**src/rtl/pfc_pkg.sv**
```systemverilog
package pfc_pkg;

	localparam int ByteW = 8;
	localparam int FmtW  = 3;

	localparam logic [FmtW-1:0] SRC_RGBA = 3'd0;
	localparam logic [FmtW-1:0] SRC_BGRA = 3'd1;
	localparam logic [FmtW-1:0] SRC_RGB  = 3'd2;
	localparam logic [FmtW-1:0] SRC_BGR  = 3'd3;
	localparam logic [FmtW-1:0] SRC_GRAY = 3'd4;
	localparam logic [FmtW-1:0] SRC_NV21 = 3'd5;
	localparam logic [FmtW-1:0] SRC_NV12 = 3'd6;

	localparam logic [FmtW-1:0] DST_RGBA = 3'd0;
	localparam logic [FmtW-1:0] DST_BGRA = 3'd1;
	localparam logic [FmtW-1:0] DST_RGB  = 3'd2;
	localparam logic [FmtW-1:0] DST_BGR  = 3'd3;
	localparam logic [FmtW-1:0] DST_GRAY = 3'd4;

	localparam logic [0:0] CFG_SRC_FORMAT = 1'b0;
	localparam logic [0:0] CFG_DST_FORMAT = 1'b1;

	localparam logic [2:0] NVALID_NONE = 3'd0;
	localparam logic [2:0] NVALID_GRAY = 3'd1;
	localparam logic [2:0] NVALID_RGB  = 3'd3;
	localparam logic [2:0] NVALID_RGBA = 3'd4;

	localparam logic [ByteW-1:0] ALPHA_OPAQUE = 8'd255;

	typedef struct packed {
		logic            valid;
		logic            last;
		logic [FmtW-1:0] src;
		logic [FmtW-1:0] dst;
	} pfc_ctrl_t;

	typedef struct packed {
		pfc_ctrl_t        ctrl;
		logic [ByteW-1:0] r;
		logic [ByteW-1:0] g;
		logic [ByteW-1:0] b;
		logic [ByteW-1:0] a;
		logic [ByteW-1:0] y;
		logic [ByteW-1:0] luma;
	} pfc_pix_t;

endpackage

```
**src/rtl/pfc_core.sv**
```systemverilog
module pfc_core (
	input  logic              clk,
	input  logic              arst_n,
	input  pfc_pkg::pfc_ctrl_t ctrl_in,
	input  logic [7:0]        byte0,
	input  logic [7:0]        byte1,
	input  logic [7:0]        byte2,
	input  logic [7:0]        byte3,
	output pfc_pkg::pfc_pix_t  pix
);
	import pfc_pkg::*;

	// stage 1: input capture
	pfc_ctrl_t        ctrl_s1;
	logic [ByteW-1:0] b0_s1, b1_s1, b2_s1, b3_s1;

	always_ff @(posedge clk or negedge arst_n) begin
		if (!arst_n) begin
			ctrl_s1 <= '0;
		end else begin
			ctrl_s1 <= ctrl_in;
		end
	end

	always_ff @(posedge clk) begin
		b0_s1 <= byte0;
		b1_s1 <= byte1;
		b2_s1 <= byte2;
		b3_s1 <= byte3;
	end

	// stage 1 -> 2: channel select and products
	logic [ByteW-1:0]   r_c, g_c, b_c, a_c;
	logic signed [17:0] c1, c2, u_c, v_c;
	logic signed [17:0] m73v_c, m25u_c, m37v_c, m130u_c;
	logic [13:0]        lr_c, lg_c, lb_c;

	always_comb begin
		r_c = b0_s1;
		g_c = b1_s1;
		b_c = b2_s1;
		a_c = ALPHA_OPAQUE;
		case (ctrl_s1.src)
			SRC_RGBA: begin
				a_c = b3_s1;
			end
			SRC_BGRA: begin
				r_c = b2_s1;
				b_c = b0_s1;
				a_c = b3_s1;
			end
			SRC_BGR: begin
				r_c = b2_s1;
				b_c = b0_s1;
			end
			SRC_GRAY: begin
				g_c = b0_s1;
				b_c = b0_s1;
			end
			default: ;
		endcase
	end

	assign c1 = $signed({10'd0, b1_s1}) - 18'sd128;
	assign c2 = $signed({10'd0, b2_s1}) - 18'sd128;
	assign v_c = (ctrl_s1.src == SRC_NV21) ? c1 : c2;
	assign u_c = (ctrl_s1.src == SRC_NV21) ? c2 : c1;

	assign m73v_c  = v_c * 18'sd73;
	assign m25u_c  = u_c * 18'sd25;
	assign m37v_c  = v_c * 18'sd37;
	assign m130u_c = u_c * 18'sd130;
	assign lr_c    = 14'(r_c) * 14'd19;
	assign lg_c    = 14'(g_c) * 14'd38;
	assign lb_c    = 14'(b_c) * 14'd7;

	pfc_ctrl_t          ctrl_s2;
	logic [ByteW-1:0]   r_s2, g_s2, b_s2, a_s2, y_s2;
	logic signed [17:0] m73v_s2, m25u_s2, m37v_s2, m130u_s2;
	logic [13:0]        lr_s2, lg_s2, lb_s2;

	always_ff @(posedge clk or negedge arst_n) begin
		if (!arst_n) begin
			ctrl_s2 <= '0;
		end else begin
			ctrl_s2 <= ctrl_s1;
		end
	end

	always_ff @(posedge clk) begin
		r_s2     <= r_c;
		g_s2     <= g_c;
		b_s2     <= b_c;
		a_s2     <= a_c;
		y_s2     <= b0_s1;
		m73v_s2  <= m73v_c;
		m25u_s2  <= m25u_c;
		m37v_s2  <= m37v_c;
		m130u_s2 <= m130u_c;
		lr_s2    <= lr_c;
		lg_s2    <= lg_c;
		lb_s2    <= lb_c;
	end

	// stage 2 -> 3: sums
	logic signed [17:0] y64_c;
	assign y64_c = $signed({4'd0, y_s2, 6'd0});

	pfc_ctrl_t          ctrl_s3;
	logic [ByteW-1:0]   r_s3, g_s3, b_s3, a_s3, y_s3;
	logic signed [17:0] sr_s3, sg_s3, sb_s3;
	logic [13:0]        lsum_s3;

	always_ff @(posedge clk or negedge arst_n) begin
		if (!arst_n) begin
			ctrl_s3 <= '0;
		end else begin
			ctrl_s3 <= ctrl_s2;
		end
	end

	always_ff @(posedge clk) begin
		r_s3    <= r_s2;
		g_s3    <= g_s2;
		b_s3    <= b_s2;
		a_s3    <= a_s2;
		y_s3    <= y_s2;
		sr_s3   <= y64_c + m73v_s2;
		sg_s3   <= y64_c - m25u_s2 - m37v_s2;
		sb_s3   <= y64_c + m130u_s2;
		lsum_s3 <= lr_s2 + lg_s2 + lb_s2;
	end

	// stage 3 out: clamp
	function automatic logic [ByteW-1:0] clamp_sum(input logic signed [17:0] s);
		logic [ByteW-1:0] res;
		if (s[17])
			res = '0;
		else if (|s[16:14])
			res = 8'd255;
		else
			res = s[13:6];
		return res;
	endfunction

	logic is_yuv_s3;
	assign is_yuv_s3 = (ctrl_s3.src == SRC_NV21) || (ctrl_s3.src == SRC_NV12);

	always_comb begin
		pix.ctrl = ctrl_s3;
		pix.r    = is_yuv_s3 ? clamp_sum(sr_s3) : r_s3;
		pix.g    = is_yuv_s3 ? clamp_sum(sg_s3) : g_s3;
		pix.b    = is_yuv_s3 ? clamp_sum(sb_s3) : b_s3;
		pix.a    = a_s3;
		pix.y    = y_s3;
		pix.luma = lsum_s3[13:6];
	end

	a_valid_flow: assert property (@(posedge clk) disable iff (!arst_n)
		ctrl_s1.valid |=> ctrl_s2.valid)
		else $error("stage 2 lost a transaction");
	a_ctrl_flow: assert property (@(posedge clk) disable iff (!arst_n)
		ctrl_s2.valid |=> ctrl_s3.valid && ctrl_s3.src == $past(ctrl_s2.src))
		else $error("stage 3 control mismatch");
	a_no_invent: assert property (@(posedge clk) disable iff (!arst_n)
		!ctrl_s2.valid |=> !ctrl_s3.valid)
		else $error("stage 3 invented a transaction");

endmodule

```
**src/rtl/pixel_format_converter_unit.sv**
```systemverilog
// Channel   Signals                                        Handshake
// config    cfg_we, cfg_addr, cfg_wdata                    write on cfg_we
// pixel in  in_byte0..3, last_pixel                        start && !busy
// pixel out out_byte0..3, valid_bytes, format_error,       done, one cycle
//           last_out
//
// One pixel per clock; busy stays low, so start may be held every cycle.
// An accepted transaction passes through input capture, products, sums and the
// clamp/format result register, and done then rises together with its result.
// Reset clears the format registers to RGBA -> RGBA and empties the pipeline.
// The receiver cannot stall; results are never held back.
module pixel_format_converter_unit (
	input  logic       clk,
	input  logic       arst_n,
	input  logic       cfg_we,
	input  logic [0:0] cfg_addr,
	input  logic [2:0] cfg_wdata,
	input  logic       start,
	output logic       busy,
	input  logic [7:0] in_byte0,
	input  logic [7:0] in_byte1,
	input  logic [7:0] in_byte2,
	input  logic [7:0] in_byte3,
	input  logic       last_pixel,
	output logic       done,
	output logic [7:0] out_byte0,
	output logic [7:0] out_byte1,
	output logic [7:0] out_byte2,
	output logic [7:0] out_byte3,
	output logic [2:0] valid_bytes,
	output logic       format_error,
	output logic       last_out
);
	import pfc_pkg::*;

	logic [FmtW-1:0] src_q, dst_q;

	always_ff @(posedge clk or negedge arst_n) begin
		if (!arst_n) begin
			src_q <= SRC_RGBA;
			dst_q <= DST_RGBA;
		end else if (cfg_we) begin
			unique case (cfg_addr)
				CFG_SRC_FORMAT: src_q <= cfg_wdata;
				CFG_DST_FORMAT: dst_q <= cfg_wdata;
				default: ;
			endcase
		end
	end

	assign busy = 1'b0;

	pfc_ctrl_t ctrl_in;
	pfc_pix_t  pix;

	always_comb begin
		ctrl_in.valid = start && !busy;
		ctrl_in.last  = last_pixel;
		ctrl_in.src   = src_q;
		ctrl_in.dst   = dst_q;
	end

	pfc_core u_core (
		.clk     (clk),
		.arst_n  (arst_n),
		.ctrl_in (ctrl_in),
		.byte0   (in_byte0),
		.byte1   (in_byte1),
		.byte2   (in_byte2),
		.byte3   (in_byte3),
		.pix     (pix)
	);

	// format select
	logic             yuv_c, four_ok_c, ok_c;
	logic [ByteW-1:0] o0_c, o1_c, o2_c, o3_c;
	logic [2:0]       nv_c;

	assign yuv_c     = (pix.ctrl.src == SRC_NV21) || (pix.ctrl.src == SRC_NV12);
	assign four_ok_c = (pix.ctrl.src == SRC_RGBA) || (pix.ctrl.src == SRC_BGRA) ||
	                   (pix.ctrl.src == SRC_GRAY);

	always_comb begin
		ok_c = (pix.ctrl.src <= SRC_NV12);
		o0_c = '0;
		o1_c = '0;
		o2_c = '0;
		o3_c = '0;
		nv_c = NVALID_NONE;
		case (pix.ctrl.dst)
			DST_RGBA: begin
				ok_c = ok_c && (four_ok_c || yuv_c);
				o0_c = pix.r;
				o1_c = pix.g;
				o2_c = pix.b;
				o3_c = pix.a;
				nv_c = NVALID_RGBA;
			end
			DST_BGRA: begin
				ok_c = ok_c && four_ok_c;
				o0_c = pix.b;
				o1_c = pix.g;
				o2_c = pix.r;
				o3_c = pix.a;
				nv_c = NVALID_RGBA;
			end
			DST_RGB: begin
				o0_c = pix.r;
				o1_c = pix.g;
				o2_c = pix.b;
				nv_c = NVALID_RGB;
			end
			DST_BGR: begin
				o0_c = pix.b;
				o1_c = pix.g;
				o2_c = pix.r;
				nv_c = NVALID_RGB;
			end
			DST_GRAY: begin
				o0_c = (pix.ctrl.src >= SRC_GRAY) ? pix.y : pix.luma;
				nv_c = NVALID_GRAY;
			end
			default: ok_c = 1'b0;
		endcase
		if (!ok_c) begin
			o0_c = '0;
			o1_c = '0;
			o2_c = '0;
			o3_c = '0;
			nv_c = NVALID_NONE;
		end
	end

	// stage 4: result register
	logic             valid_s4;
	logic [ByteW-1:0] o0_s4, o1_s4, o2_s4, o3_s4;
	logic [2:0]       nv_s4;
	logic             err_s4, last_s4;

	always_ff @(posedge clk or negedge arst_n) begin
		if (!arst_n) begin
			valid_s4 <= 1'b0;
		end else begin
			valid_s4 <= pix.ctrl.valid;
		end
	end

	always_ff @(posedge clk) begin
		o0_s4   <= o0_c;
		o1_s4   <= o1_c;
		o2_s4   <= o2_c;
		o3_s4   <= o3_c;
		nv_s4   <= nv_c;
		err_s4  <= !ok_c;
		last_s4 <= pix.ctrl.last;
	end

	assign done         = valid_s4;
	assign out_byte0    = o0_s4;
	assign out_byte1    = o1_s4;
	assign out_byte2    = o2_s4;
	assign out_byte3    = o3_s4;
	assign valid_bytes  = nv_s4;
	assign format_error = err_s4;
	assign last_out     = last_s4;

	a_latency: assert property (@(posedge clk) disable iff (!arst_n)
		start && !busy |-> ##4 done)
		else $error("accepted transaction did not complete in four cycles");
	a_err_zero: assert property (@(posedge clk) disable iff (!arst_n)
		done && format_error |-> valid_bytes == NVALID_NONE && out_byte0 == 8'd0 &&
		out_byte1 == 8'd0 && out_byte2 == 8'd0 && out_byte3 == 8'd0)
		else $error("error result carries data");
	a_ok_count: assert property (@(posedge clk) disable iff (!arst_n)
		done && !format_error |-> valid_bytes == NVALID_GRAY ||
		valid_bytes == NVALID_RGB || valid_bytes == NVALID_RGBA)
		else $error("valid_bytes wrong for good result");
	a_gray_unused: assert property (@(posedge clk) disable iff (!arst_n)
		done && valid_bytes == NVALID_GRAY |-> out_byte1 == 8'd0 && out_byte2 == 8'd0 &&
		out_byte3 == 8'd0)
		else $error("gray result has stray bytes");

endmodule
```
**config.mk**
```make
export PLATFORM = sky130hd
export DESIGN_NAME = pixel_format_converter_unit
export DESIGN_NICKNAME = d
export VERILOG_FILES = /design/src/rtl/pfc_pkg.sv /design/src/rtl/pfc_core.sv /design/src/rtl/pixel_format_converter_unit.sv
export SDC_FILE = /design/constraint.sdc
export NUM_CORES = 1
export LEC_CHECK = 0
export BUFFER_PORTS_ARGS = -buffer_cell sky130_fd_sc_hd__buf_2
export CAP_MARGIN = 25
export CORE_AREA = 4 4 220 222
export DETAILED_ROUTE_END_ITERATION = 6
export DIE_AREA = 0 0 224 226
export HOLD_SLACK_MARGIN = 0.02
export PLACE_DENSITY = 0.52
export SLEW_MARGIN = 5
export SYNTH_ARGS = -nofsm -noshare
export SYNTH_HDL_FRONTEND = slang
export SYNTH_HIERARCHICAL = 1
export SYNTH_SLANG_ARGS = --single-unit
```
**constraint.sdc**
```tcl
create_clock -name clk -period 7.4 [get_ports clk]
set_input_delay 0.74 -clock clk [delete_from_list [all_inputs] [get_ports clk]]
set_output_delay 0.74 -clock clk [all_outputs]
set_load 0.02 [all_outputs]
```
==> results.md <==
- CTS tree: built
- IO Count: 80
- Async set or reset register ratio after synthesis: 9.75%
- I/O Buffers: 78
- Clock Latency Late Sink: between 0.5 and 0.6 ns
- GPL Wtd Cong: 0.812
- Initial DRC Count: slightly above 400
- Capturing element type of the critical path: flip-flop
- Syn Inst Count: 1396
- Antenna cells: 0
- Pwr Density: roughly 440 mW/mm^2
- Top-count cell post-synth: dfxtp_1
- H-tree depth: 2
- Syn_area_per_cell: 10.9 sq um
- Number of routed nets with antenna violations: 0
- TritonCTS Buffers: 36
- Synth-to-Final Area Change: 15.5%
- WS Path Type: reg -> reg
- Mapped Nets: 1677
- Die area: 0.0506 sq mm
- Core area: about 0.046 sq mm
- Period utilization: a little over three fifths
- Rel. slew slack: 38.7%
- Total gr overflow: 0
- Min cycle time layout: 4.65 ns
- Setup crit start kind: flip-flop
- Initial antenna violation count: 0
- Reg-to-Reg Start: u_core/ctrl_s1[5]
- Row Count: 79
- Post-cts sizing count: 0
- Synth top area cells: dfxtp_1, ha_1, fa_1, dfrtp_1, xnor2_1
- Worst r2r dst: u_core/m25u_s2[13]
- Reg2reg setup slack: 2.75 ns
- Status: complete, no violations
- Most used DFF post-synth: dfxtp_1
- Worst slew pin tran: ~0.92 ns
- Worst Path Required: 7.80 ns
- GR Util All Layers: 14.0%
- # hold bufs at CTS: 0
- First-pass GRT wire length: 55000 um
- Top cells by count, synth: dfxtp_1, ha_1, inv_1
- VDD IR max: 0.185 mV
- DIE HEIGHT: 226 um
- Area leader, netlist: dfxtp_1
- Reg2reg path depth: 16
- Clock Skew: around 0.033 ns
- Pleak: 8.31 nW
- Worst Path Arrival: 5.05 ns
- Drt first pass iters: 4
- RSZ-0062 raised after global routing: no
- Post-synth EDFFs: 0
- Vias in the first global route: 9770
- CP max FO: 19
- Vias: 9616
- HP Class: in -> async
- Cell area after synthesis: about 0.015 sq mm
- Area share of the leading cell type in the synthesized netlist: a little under two fifths
- Routed Wire Length: about 35000 um
- Fillers: about 4.5k
- Largest net degree at the start of global routing: 49
- Max-slew violations: 0
- Final hold vios: 0
- Clk root buf: clkbuf_16
- Yosys cell types: 70
- Largest regs: u_core/m25u_s2 x18, u_core/m37v_s2 x18
- Setup TNS: 0 ns
- Share of layout cells above drive strength 1: 14.6%
- Setup violators final: 0
- Max Root-Sink Buffers: 3
- Post-layout util: 38.0%
- Clk sinks: 318
- Sequential fraction of the synthesis area: 42.8%
- Max Clk Rate: 0.215 GHz
- DP HPWL: 27500 um
- WL per Instance: approximately 16 um
- Final net count: 1769
- Die span in x: roughly 220 um
- Ys Warns: 6
- Drt via density: 4.53
- Initial Util: between 30% and 40%
- Clk pin slew, worst setup/hold paths: 0.06 ns
- Post-CTS Setup Inserts: 0
- Drt drc: 0
- Seq cells post-synth: around 320
- Max_cap viols: 0
where the power goes:
part | switching (mW) | internal [mW] | total [mW]
combinational | 1.86 | 1.52 | 3.38
sequential | 0.256 | 2.23 | 2.49
clock | 0.741 | 1.17 | 1.91
total | 2.85 | 4.92 | 7.78
worst max-delay path: stages (launching register included):
cell	delay, ns
dfrtp_1	0.53
nand3b_4	0.40
mux2i_1	0.57
inv_1	0.16
ha_1	0.31
inv_1	0.05
fa_1	0.50
inv_1	0.05
ha_1	0.33
fa_1	0.47
a21o_1	0.18
a21oi_1	0.22
o21bai_1	0.09
a21oi_1	0.20
nand2b_1	0.16
a21boi_0	0.17
o21ai_0	0.08
routing by layer:
metal	share of wire (%)	global-route usage, %	wire, um	up-vias
li1	-	-	-	4911
met1	51	20.0	17600	4480
met2	43	21.6	14900	176
met3	4.1	2.37	1440	49
met4	2.4	4.57	825	0
met5	0	0	0	-
worst max path at each step:
stage / from / endpoint / slack [ns]
finish: u_core/ctrl_s1[5] / u_core/m25u_s2[13] / 2.75
CTS: u_core/ctrl_s1[5] / u_core/m25u_s2[13] / 2.72
detailed placement: u_core/ctrl_s1[5] / u_core/m25u_s2[13] / 2.79
global placement: u_core/ctrl_s1[4] / u_core/m25u_s2[13] / 2.98
floorplan: u_core/ctrl_s1[4] / u_core/m25u_s2[13] / 3.20
global route: u_core/ctrl_s1[5] / u_core/m25u_s2[16] / 2.32
stage by stage:
step	hold WS [ns]	instance area [sq um]	setup slack, ns	power [mW]	instances
final	0.213	17600	2.75	7.78	2121
after global routing	0.250	17600	2.32	8.45	2121
after CTS	0.199	17600	2.72	7.87	2119
after detailed placement	0.313	16300	2.79	5.91	2055
after floorplan	0.310	15200	3.20	5.06	1396
after global placement	0.313	16300	2.98	5.88	2055
cells in the final DEF, fill, tap and decap left out, types with 15 or more instances in the layout:
cell type and n:
a21o_1 20, mux2_2 33, nor2b_1 20, fa_1 52, a21oi_1 50, nor2_1 77
buf_2 78, xnor2_1 71, xor2_1 28, o21ai_0 32, dfrtp_1 31, nor3_1 15
ha_1 188, nand2_1 56, dfxtp_1 287, clkbuf_16 37, inv_1 163, o31ai_1 25
mux2i_1 40
layout make-up:
cell class / count / area [sq um] / share of cell area, %
Inverter: 166 / 623 / 3.54
Tap cell: 607 / 759 / 4.32
Clock inverter: 21 / 317 / 1.80
Timing Repair Buffer: 85 / 463 / 2.63
Clock buffer: 43 / 978 / 5.56
Sequential cell: 318 / 6520 / 37.1
Multi-Input combinational cell: 881 / 7930 / 45.1
kinds of logic after synthesis:
kind of cell	count (synthesis)	share of synthesized area (%)
AOI/OAI and AO/OA	224	10.6
other	1	0.0246
xor gates and xnor gates	100	5.85
buffers and inverters	197	5.18
DFF	318	42.8
adders and majority gates	240	22.3
and+or+nand+nor	240	7.90
muxes	76	5.43
Note: power is estimated with default switching activity, not from simulation.
